$ cat config.mk
export PLATFORM = sky130hd
export DESIGN_NAME = iblt_front
export DESIGN_NICKNAME = d
export VERILOG_FILES = /design/src/rtl/iblt_pkg.sv /design/src/rtl/iblt_front.sv
export SDC_FILE = /design/constraint.sdc
export NUM_CORES = 1
export LEC_CHECK = 0
export BUFFER_PORTS_ARGS = -buffer_cell sky130_fd_sc_hd__buf_4
export CORE_ASPECT_RATIO = 0.75
export CORE_MARGIN = 2
export CORE_UTILIZATION = 47
export DETAILED_ROUTE_END_ITERATION = 7
export PLACE_DENSITY = 0.84
export SYNTH_ARGS = -nofsm -noshare
export SYNTH_HDL_FRONTEND = slang
export SYNTH_SLANG_ARGS = --single-unit
$ cat constraint.sdc
create_clock -name clk -period 7.8 [get_ports clk]
set_input_delay 1.17 -clock clk [delete_from_list [all_inputs] [get_ports clk]]
set_output_delay 1.17 -clock clk [all_outputs]
set_load 0.05 [all_outputs]
$ cat src/rtl/iblt_pkg.sv
// Shared types, constants and the byte-wise CRC step for the lookup table.
`default_nettype none
package iblt_pkg;

    localparam int MAX_HASHES_DEF      = 4;
    localparam int CELLS_PER_TABLE_DEF = 256;
    localparam int KEY_BYTES_DEF       = 8;
    localparam int VALUE_BYTES_DEF     = 8;
    localparam int QUEUE_DEPTH         = 2;

    localparam logic [31:0] CRC_POLY = 32'hEDB88320;

    typedef enum logic [1:0] {
        OP_INSERT = 2'd0,
        OP_DELETE = 2'd1,
        OP_GET    = 2'd2,
        OP_PEEL   = 2'd3
    } op_t;

    typedef enum logic [1:0] {
        CFG_SEED   = 2'd0,
        CFG_HASHES = 2'd1,
        CFG_CELLS  = 2'd2
    } cfg_idx_t;

    // one CRC-32 byte step, reflected polynomial, eight dependent shifts
    function automatic logic [31:0] crc_byte(input logic [31:0] c_in, input logic [7:0] b);
        logic [31:0] c;
        c = c_in ^ {24'd0, b};
        for (int i = 0; i < 8; i++) begin
            c = c[0] ? ((c >> 1) ^ CRC_POLY) : (c >> 1);
        end
        return c;
    endfunction

endpackage
`default_nettype wire

$ cat src/rtl/iblt_front.sv
// Front end: accepts items, saturates lengths, masks padding, queues them.
`default_nettype none
module iblt_front
    import iblt_pkg::*;
#(
    parameter int KEY_BYTES   = KEY_BYTES_DEF,
    parameter int VALUE_BYTES = VALUE_BYTES_DEF
) (
    input  wire logic        clk,
    input  wire logic        rst_n,
    input  wire logic        in_valid,
    output logic             in_ready,
    input  wire logic [1:0]  in_op,
    input  wire logic [63:0] in_key,
    input  wire logic [3:0]  in_klen,
    input  wire logic [63:0] in_val,
    input  wire logic [3:0]  in_vlen,
    output logic             q_valid,
    input  wire logic        q_ready,
    output logic [1:0]       q_op,
    output logic [63:0]      q_key,
    output logic [3:0]       q_klen,
    output logic [63:0]      q_val,
    output logic [3:0]       q_vlen
);

    localparam logic [3:0] KMAX = 4'(KEY_BYTES);
    localparam logic [3:0] VMAX = 4'(VALUE_BYTES);

    logic [1:0]  op_reg   [QUEUE_DEPTH];
    logic [63:0] key_reg  [QUEUE_DEPTH];
    logic [3:0]  klen_reg [QUEUE_DEPTH];
    logic [63:0] val_reg  [QUEUE_DEPTH];
    logic [3:0]  vlen_reg [QUEUE_DEPTH];
    logic        wptr_reg, rptr_reg;
    logic [1:0]  cnt_reg;

    logic [3:0]  klen_s, vlen_s;
    logic [63:0] key_m, val_m;
    logic        push, pop;

    always_comb
    begin
        klen_s = (in_klen > KMAX) ? KMAX : in_klen;
        vlen_s = (in_vlen > VMAX) ? VMAX : in_vlen;
        for (int i = 0; i < 8; i++) begin
            key_m[i*8 +: 8] = (4'(i) < klen_s) ? in_key[i*8 +: 8] : 8'd0;
            val_m[i*8 +: 8] = (4'(i) < vlen_s) ? in_val[i*8 +: 8] : 8'd0;
        end
    end

    assign in_ready = (cnt_reg != 2'(QUEUE_DEPTH));
    assign push     = in_valid && in_ready;
    assign q_valid  = (cnt_reg != 2'd0);
    assign pop      = q_valid && q_ready;

    assign q_op   = op_reg[rptr_reg];
    assign q_key  = key_reg[rptr_reg];
    assign q_klen = klen_reg[rptr_reg];
    assign q_val  = val_reg[rptr_reg];
    assign q_vlen = vlen_reg[rptr_reg];

    always_ff @(posedge clk)
    begin
        if (push)
        begin
            op_reg[wptr_reg]   <= in_op;
            key_reg[wptr_reg]  <= key_m;
            klen_reg[wptr_reg] <= klen_s;
            val_reg[wptr_reg]  <= val_m;
            vlen_reg[wptr_reg] <= vlen_s;
        end
    end

    always_ff @(posedge clk or negedge rst_n)
    begin
        if (!rst_n)
        begin
            wptr_reg <= 1'b0;
            rptr_reg <= 1'b0;
            cnt_reg  <= 2'd0;
        end
        else
        begin
            if (push) wptr_reg <= ~wptr_reg;
            if (pop)  rptr_reg <= ~rptr_reg;
            cnt_reg <= cnt_reg + 2'(push) - 2'(pop);
        end
    end

`ifndef SYNTH
    a_no_overflow: assert property (@(posedge clk) disable iff (!rst_n)
        cnt_reg <= 2'(QUEUE_DEPTH)) else $error("queue overflow");
    a_push_count: assert property (@(posedge clk) disable iff (!rst_n)
        (push && !pop) |=> cnt_reg == $past(cnt_reg) + 2'd1) else $error("count slip");
    a_klen_sat: assert property (@(posedge clk) disable iff (!rst_n)
        q_valid |-> q_klen <= KMAX) else $error("key length unsaturated");
`endif

endmodule
`default_nettype wire

-- Word-level counts from Yosys, hierarchy flattened
Memory sizes are Yosys's and may differ from the RTL's.
Cells that the tools add are included.
- bits in registers: 4
- RAM bits: 276
- input port bits: 142
- output and inout bits: 140
- word-level logic and storage cells: 54
- memories: 5
- memory list (name ; depth ; bits a word ; read ports ; clocked after memory_dff ; wr ports ; RTL line ; text):
    key_reg ; 2 ; 64 ; 1 ; 0 ; 1 ; iblt_front.sv:31 ; logic [63:0] key_reg [QUEUE_DEPTH];
    val_reg ; 2 ; 64 ; 1 ; 0 ; 1 ; iblt_front.sv:33 ; logic [63:0] val_reg [QUEUE_DEPTH];
    klen_reg ; 2 ; 4 ; 1 ; 0 ; 1 ; iblt_front.sv:32 ; logic [3:0] klen_reg [QUEUE_DEPTH];
    vlen_reg ; 2 ; 4 ; 1 ; 0 ; 1 ; iblt_front.sv:34 ; logic [3:0] vlen_reg [QUEUE_DEPTH];
    op_reg ; 2 ; 2 ; 1 ; 0 ; 1 ; iblt_front.sv:30 ; logic [1:0] op_reg [QUEUE_DEPTH];
- add/sub/neg operators: 2
- $lt $le $gt $ge: 18
- eq/ne operators: 1
- muxes and demuxes: 20
- bitwise operators: 2
- reduce and logical (&&, ||, !) cells: 3
- operator list (kind ; count):
    two-way mux 8 bit ; 16
    < comparator 3 x 4 -> 1 bit, first input constant ; 8
    < comparator 1 x 4 -> 1 bit, first input constant ; 4
    < comparator 2 x 4 -> 1 bit, first input constant ; 4
    > comparator 4 bit, second input constant ; 2
    two-way mux 4 bit ; 2
    adder 2 x 1 -> 2 bit ; 1
    logical AND 1 bit ; 2
    two-way mux 1 bit ; 2
    inequality test 2 bit, second input constant ; 1
    inverter 1 bit ; 2
    nonzero test 2 bit ; 1
    subtractor 2 x 1 -> 2 bit ; 1

-- Depth between registers and ports, before layout
Gate-level depths: netlist of run 1.
- word-level depth: 4
- depth in mapped cells: 7
- mapped depth without buffers: 7

-- Worst setup path after synthesis of run 1
No wires, ideal clock.
- path type: input -> register
- start point: in in_valid
- end point: mem key_reg[0][0], enable pin
- library setup time: 0.638 ns
- arrival: 7.022 ns
- required time: 7.162 ns
- slack: 0.141 ns
- cell stages on the path: 2
- buffers on the path: 0
- path through: nand2_1 nor2_1
- longest elaborated chain between the ends: 3
- ends and longest elaborated chain (item ; RTL line ; text):
    start: declaration ; iblt_front.sv:11 ; input wire logic in_valid,
    logical AND 1 bit ; iblt_front.sv:53 ; assign push = in_valid && in_ready;
    two-way mux 1 bit ; iblt_front.sv:65 ; if (push)
    two-way mux 1 bit (not written as such) ; iblt_front.sv:68 ; key_reg[wptr_reg] <= key_m;
    end: declaration ; iblt_front.sv:31 ;
Every way passes these cells.

-- Worst setup path after layout of run 1
- start point: reg rptr_reg
- end point: out q_key[24]
- longest elaborated chain between the ends: 1
- ends and longest elaborated chain (item ; RTL line ; text):
    start: declaration ; iblt_front.sv:35 ; logic wptr_reg, rptr_reg;
    start signal: assignment ; iblt_front.sv:86 ; if (pop) rptr_reg <= ~rptr_reg;
    memory (2 x 64 bit) ; -- ;
    end: declaration ; iblt_front.sv:21 ; output logic [63:0] q_key,
Every way passes these cells.

==> results.yml, run 1 <==
status:
  status: "complete, no violations"
layout:
  final_layout_size_suffix_gt1_share_pct: 51.1
  fin_util_pct: 62.3
  antennaDiodeCount: 0
  fillers: 1666
  final_nets: 1040
  area_growth_pct: 29.5
synth:
  synth-compound-area-share_pct: 0.573
  synth_seq_cells: 280
  yosysMostFrequentCell: "edfxtp_1"
  synth-async-reset-ratio_pct: 1.43
  synth_top_family_by_area: "multiplexers"
  synthAdderAreaFrac_pct: 0.225
  ys.flop_type: "edfxtp_1"
  avgSynthCellArea_um2: 18.4
  synthDominantCellAreaShare_pct: 74.5
  yosysWarnings: 0
  synth_cell_types: 27
  syn_inst: 604
  synth_common_cells: "edfxtp_1 (276), mux2_2 (138), nor2b_1 (114)"
  synth_area_leaders: "edfxtp_1 (74%), mux2_2 (14%), nor2b_1 (6.4%)"
  yosys.area.top_type: "edfxtp_1"
  synthSimpleGateAreaFrac_pct: 8.49
  syn-num-nets: 748
  synth_edf_count: 276
  syn-cell-area_um2: 11100
  synthMuxAreaShare_pct: 14.0
  synth_seq_area_share_pct: 75.4
  synthXorXnorAreaFrac_pct: 0.315
clock_network:
  cts_buffer_depth: 3
  cts_resized: 0
  clk_pin_slew_ps: 60
  cts_buffers: 28
  cts_sinks: 280
  clock_latency_ps: 520
  cts_hold_buf: 0
  htreeDepth: 1
  cts_root_buf: "clkbuf_16"
  cts_tree: "built"
  cts_setup_buffers: 0
worst_setup_path:
  crit_path_top_delay_cell: "dfrtp_4"
  critPathMaxFanout: 72
  arrival_ps: 3240
  critPathLaunchType: "flop"
  crit_path_cell_trace: "buf_4, mux2_2, buf_4"
  required_ps: 6630
  cpMostUsedCell: "buf_4"
  max_stage_delay_ps: 1070
  worst-setup-path-type: "flop to output port"
  critPathCaptureType: "output port"
floorplan:
  die_h_um: 137
  start_util_pct: 48.1
  row_count: 48
  coreArea_um2: 23100
  die_w_um: 182
  io_pins: 282
  dieArea_um2: 24900
global_route:
  grt_max_degree: 75
  grt_pass1_vias: 6424
  grt-ovfl-total: 0
  antenna_found_initial: 0
  track_usage_pct: 18.4
  grt_pass1_wl_mm: 35.2
power_and_ir_drop:
  seqPwrFrac_pct: 36.3
  comb_power_share_pct: 43.0
  pwr-share-clk_pct: 20.7
  power.density_nw_per_um2: 426
  switching_share_pct: 40.2
  p_int_mw: 3.67
  ir_drop_mv: 0.270
  switching_power_mw: 2.47
  p_leak_nw: 5.41
hold_path:
  hold_path.class: "input pin to asynchronous set/reset pin"
routing:
  drtIter0Drc: 296
  num_vias: 6225
  drc_errors: 0
  drt_wl_total_mm: 24.0
  wl_per_cell_um: 19.7
  drtAntennaViolNets: 0
  first_pass_iters: 4
  post_drt_via_cell_ratio: 5.12
sta:
  slew_violations: 0
  worst_pin_slew_ps: 1060
  fmaxAchievable_mhz: 227
  finClkSkew_ps: 4.62
  hold_violations: 0
  period_needed_ps: 4410
  rsz0062_at_grt: "no"
  slew-limit-headroom_pct: 29.0
  final-setup-viol-count: 0
  period_share_pct: 56.6
  fin_setup_tns_ps: 0
placement:
  dp_hpwl_mm: 15.6
  port-buffer-count: 281
  place.gp.congestion: 0.735
flow_run:
  maxCapViolations: 0
-- critical path, delay by kind of cell, from the launching register on --
| family | cells | cell delay (ps) |
|---|---|---|
| flip-flops | 1 | 1070 |
| buffers and inverters | 2 | 1040 |
| multiplexers | 1 | 440 |
-- routing by layer --
layer	GRT usage [%]	vias to the layer above	wire, um
met4	4.11	0	428
met2	32.5	221	11900
met3	6.32	34	2210
li1	-	2847	-
met5	0	-	0
met1	22.1	3123	9440
-- cell type report --
cell class                      instances  area, um^2  share of cell area, %
Clock inverter                         15         114                  0.790
Timing Repair Buffer                  285        2140                   14.8
Tap cell                              300         375                   2.60
Inverter                                1        3.75                 0.0260
Clock buffer                           36         752                   5.22
Sequential cell                       280        8390                   58.2
Multi-Input combinational cell        300        2640                   18.3
-- worst paths after layout --
kind	from	end	slack, ps	depth (start not counted)
max	rptr_reg$_DFFE_PN0P_	q_key[24]	3390	3
min	rst_n	rptr_reg$_DFFE_PN0P_	430	1
max reg2reg	cnt_reg[1]$_DFF_PN0_	key_reg[0][51]$_DFFE_PP_	4840	5
min reg2reg	cnt_reg[1]$_DFF_PN0_	cnt_reg[1]$_DFF_PN0_	510	1
max in group asynchronous	rst_n	rptr_reg$_DFFE_PN0P_	7260	1
min in group clk	cnt_reg[1]$_DFF_PN0_	cnt_reg[1]$_DFF_PN0_	510	1
-- power by group through the flow --
stage	clock network, mW	logic (mW)	registers (mW)
floorplan	0	1.96	2.22
global placement	0	2.63	2.24
detailed placement	0	2.65	2.27
CTS	1.30	2.66	2.24
global route	1.35	2.74	2.27
finish	1.27	2.64	2.23
-- cells in the final DEF (no fill, tap or decap), drive strengths merged, types with 4 or more instances in the layout --
master  instances
mux2          138
dfrtp           4
clkbuf         36
nor2b         114
clkinv         13
nor2            4
and2           17
and2b           4
buf           285
edfxtp        276
-- through the flow --
stage / instance area (um^2) / total power [mW] / std cells / hold slack (ps) / setup WS, ps
after floorplan: 11100 / 4.18 / 604 / 460 / 141
after global placement: 13500 / 4.87 / 1166 / 479 / 3950
after detailed placement: 13500 / 4.91 / 1166 / 500 / 3950
after CTS: 14400 / 6.19 / 1217 / 404 / 3380
after global routing: 14400 / 6.36 / 1217 / 400 / 3260
final: 14400 / 6.14 / 1217 / 430 / 3390
-- logic make-up (layout without fill, tap and decap cells) --
group / Yosys count / after routing
AND/OR/NAND/NOR: 148 / 148
adder cells (fa/ha/maj): 2 / 2
AO/OA/AOI/OAI: 8 / 8
XOR/XNOR: 4 / 4
buffers and inverters: 24 / 337
flip-flops: 280 / 280
multiplexers: 138 / 138
Note: power is estimated with default switching activity, not from simulation.
==> run 2: changes to the inputs <==
- ABC_AREA: unset -> 1
- clock period: 7.8 -> 4.1 ns (I/O delays scaled with it)
==> run 2 against run 1 <==
Via count is 30% higher. Sequential power is 84% higher. Non-clock buffer count is 2 higher. Core utilization is 0.76 points lower. Clock skew is 9.4 ps higher. Critical path depth is 2 higher. Setup slack worse by 2200 ps. Global-route usage is 1.8 points higher. Register-to-register slack worse by 2900 ps. Die area is 3.1% higher. First-iteration DRC count is 120% higher. Cell area is 2.4% higher. Critical endpoint is now q_val[34].
==> results.yml, run 2 <==
status:
  status: "complete, no violations"
clock_network:
  cts_root_buf: "clkbuf_16"
  cts_buffers: 27
  cts_buffer_depth: 3
  cts_sinks: 280
  htreeDepth: 1
  cts_tree: "built"
  clock_latency_ps: 530
  clk_pin_slew_ps: 60
power_and_ir_drop:
  total_power_mw: 12.3
  ir_drop_mv: 0.533
  switching_power_mw: 5.50
  seqPwrFrac_pct: 33.5
  p_leak_nw: 6.92
  power.density_nw_per_um2: 830
  pwr-share-clk_pct: 19.7
  comb_power_share_pct: 46.8
  p_int_mw: 6.76
  switching_share_pct: 44.9
floorplan:
  coreArea_um2: 24000
  start_util_pct: 47.9
  die_w_um: 184
  dieArea_um2: 25700
  io_pins: 282
  row_count: 49
  die_h_um: 139
routing:
  drtIter0Drc: 640
  wl_per_cell_um: 15.8
  drt_wl_total_mm: 26.6
  post_drt_via_cell_ratio: 4.79
  drc_errors: 0
  num_vias: 8073
  first_pass_iters: 5
  drtAntennaViolNets: 0
sta:
  worst_pin_slew_ps: 867
  fmaxAchievable_mhz: 345
  timing.final.ws_setup_ps: 1200
  period_needed_ps: 2900
  fin_setup_tns_ps: 0
  slew_violations: 0
  hold_violations: 0
  period_share_pct: 70.6
  finClkSkew_ps: 14.0
  rsz0062_at_grt: "no"
  hold_slack_ps: 268
  final-setup-viol-count: 0
  slew-limit-headroom_pct: 42.2
synth:
  yosysWarnings: 0
  yosysMostFrequentCell: "nand2_1"
  synth_edf_count: 276
  avgSynthCellArea_um2: 10.9
  synthXorXnorAreaFrac_pct: 0
  synthAdderAreaFrac_pct: 0.218
  ys.flop_type: "edfxtp_1"
  synthDominantCellAreaShare_pct: 72.2
  synth_cell_types: 19
  synth_common_cells: "nand2_1 (474), edfxtp_1 (276), inv_1 (142)"
  syn_inst: 1053
  yosys.area.top_type: "edfxtp_1"
  synthSimpleGateAreaFrac_pct: 19.4
  syn-num-nets: 1197
  synth-compound-area-share_pct: 0.589
  synth-async-reset-ratio_pct: 1.43
  syn-cell-area_um2: 11500
  synth_seq_cells: 280
  synth_top_family_by_area: "simple AND/OR/NAND/NOR gates"
  synth_area_leaders: "edfxtp_1 (72%), nand2_1 (16%), inv_1 (4.6%)"
  synth_seq_area_share_pct: 73.1
  synthMuxAreaShare_pct: 0
placement:
  pre_cts_ws_ps: 1770
  place.gp.congestion: 0.813
  dp_hpwl_mm: 17.4
  placed_cells: 1634
  postPlaceCellArea_um2: 13900
  port-buffer-count: 281
worst_setup_path:
  critPathCaptureType: "output port"
  required_ps: 3480
  arrival_ps: 2280
  worst-setup-path-type: "flop to output port"
  critPathMaxFanout: 73
  critPathLaunchType: "flop"
global_route:
  grt_pass1_wl_mm: 40.6
  grt-ovfl-total: 0
  antenna_found_initial: 0
  grt_max_degree: 140
  track_usage_pct: 20.2
  grt_pass1_vias: 7981
layout:
  final_layout_size_suffix_gt1_share_pct: 25.3
  layout_common_cells: "nand2_1 (474), buf_4 (282), edfxtp_1 (276)"
  fin_util_pct: 61.6
  design_area_um2: 14800
  area_growth_pct: 28.6
  layout.cells.non_filler: 1684
  antennaDiodeCount: 0
  final_nets: 1477
  layout_commonest_cell: "nand2_1"
flow_run:
  maxCapViolations: 0
hold_path:
  hold_path.class: "input pin to flop"
-- run 2: cell count changes after synthesis, moves of 6 or more --
cell | before | now
a21oi_1 | 2 | 11
and2_1 | 17 | 0
buf_4 | 1 | 16
inv_1 | 1 | 142
mux2_2 | 138 | 0
nand2_1 | 1 | 474
nand3_1 | 0 | 6
nor2_1 | 4 | 87
nor2b_1 | 114 | 0
-- run 2: repair_timing --
item,in CTS,in global routing
hold buffers,1,0
gates resized for setup,0,0
buffers inserted,0,0
endpoints found under the hold margin,4,0
-- run 2: cells by family after synthesis --
kind of cell | count (synthesis)
AOI/OAI and AO/OA | 13
adders and majority gates | 2
buffers and inverters | 182
DFF | 280
and+or+nand+nor | 576
-- run 2: power by group through the flow --
stage / Combinational [mW] / Sequential, mW / Clock, mW
2_1_floorplan: 4.03 / 4.17 / 0
3_3_place_gp: 5.70 / 4.14 / 0
3_5_place_dp: 5.76 / 4.17 / 0
4_1_cts: 5.79 / 4.11 / 2.45
5_1_grt: 6.08 / 4.16 / 2.56
6_report: 5.74 / 4.11 / 2.41
-- run 2: layer usage --
| metal | GRT usage, % | routed length [um] | vias up |
|---|---|---|---|
| li1 | - | - | 3880 |
| met1 | 25.5 | 10300 | 3780 |
| met2 | 34.1 | 12800 | 371 |
| met3 | 6.28 | 2860 | 42 |
| met4 | 4.97 | 619 | 0 |
| met5 | 0 | 0 | - |
-- run 2: worst max-delay path, stage by stage (launching register included) --
cell and delay (ps):
dfrtp_4 500, inv_4 400, buf_12 350, nand2_1 80, nand2_1 120, buf_4 220
-- run 2: path summary, 6_finish.rpt --
kind                                      startpoint                  endpoint  slack, ps  depth (start not counted)
worst max register to register  cnt_reg[0]$_DFF_PN0_  val_reg[0][31]$_DFFE_PP_       1950                          5
max in group asynchronous                      rst_n      rptr_reg$_DFFE_PN0P_       3570                          2
worst max-delay path            rptr_reg$_DFFE_PN0P_                 q_val[34]       1200                          5
worst min register to register  wptr_reg$_DFFE_PN0P_      wptr_reg$_DFFE_PN0P_        510                          2
min in group asynchronous                      rst_n      wptr_reg$_DFFE_PN0P_        420                          2
worst min-delay path                        in_op[0]    op_reg[1][0]$_DFFE_PP_        270                          1
-- run 2: final cells by class --
type                    instances  area, um^2
clock buffers                  32         694
clock inverters                17         164
fillers                      1854        9210
inverters                     146         556
multi-input cells             591        2330
flip-flops and latches        280        8390
well taps                     331         414
repair buffers                287        2210
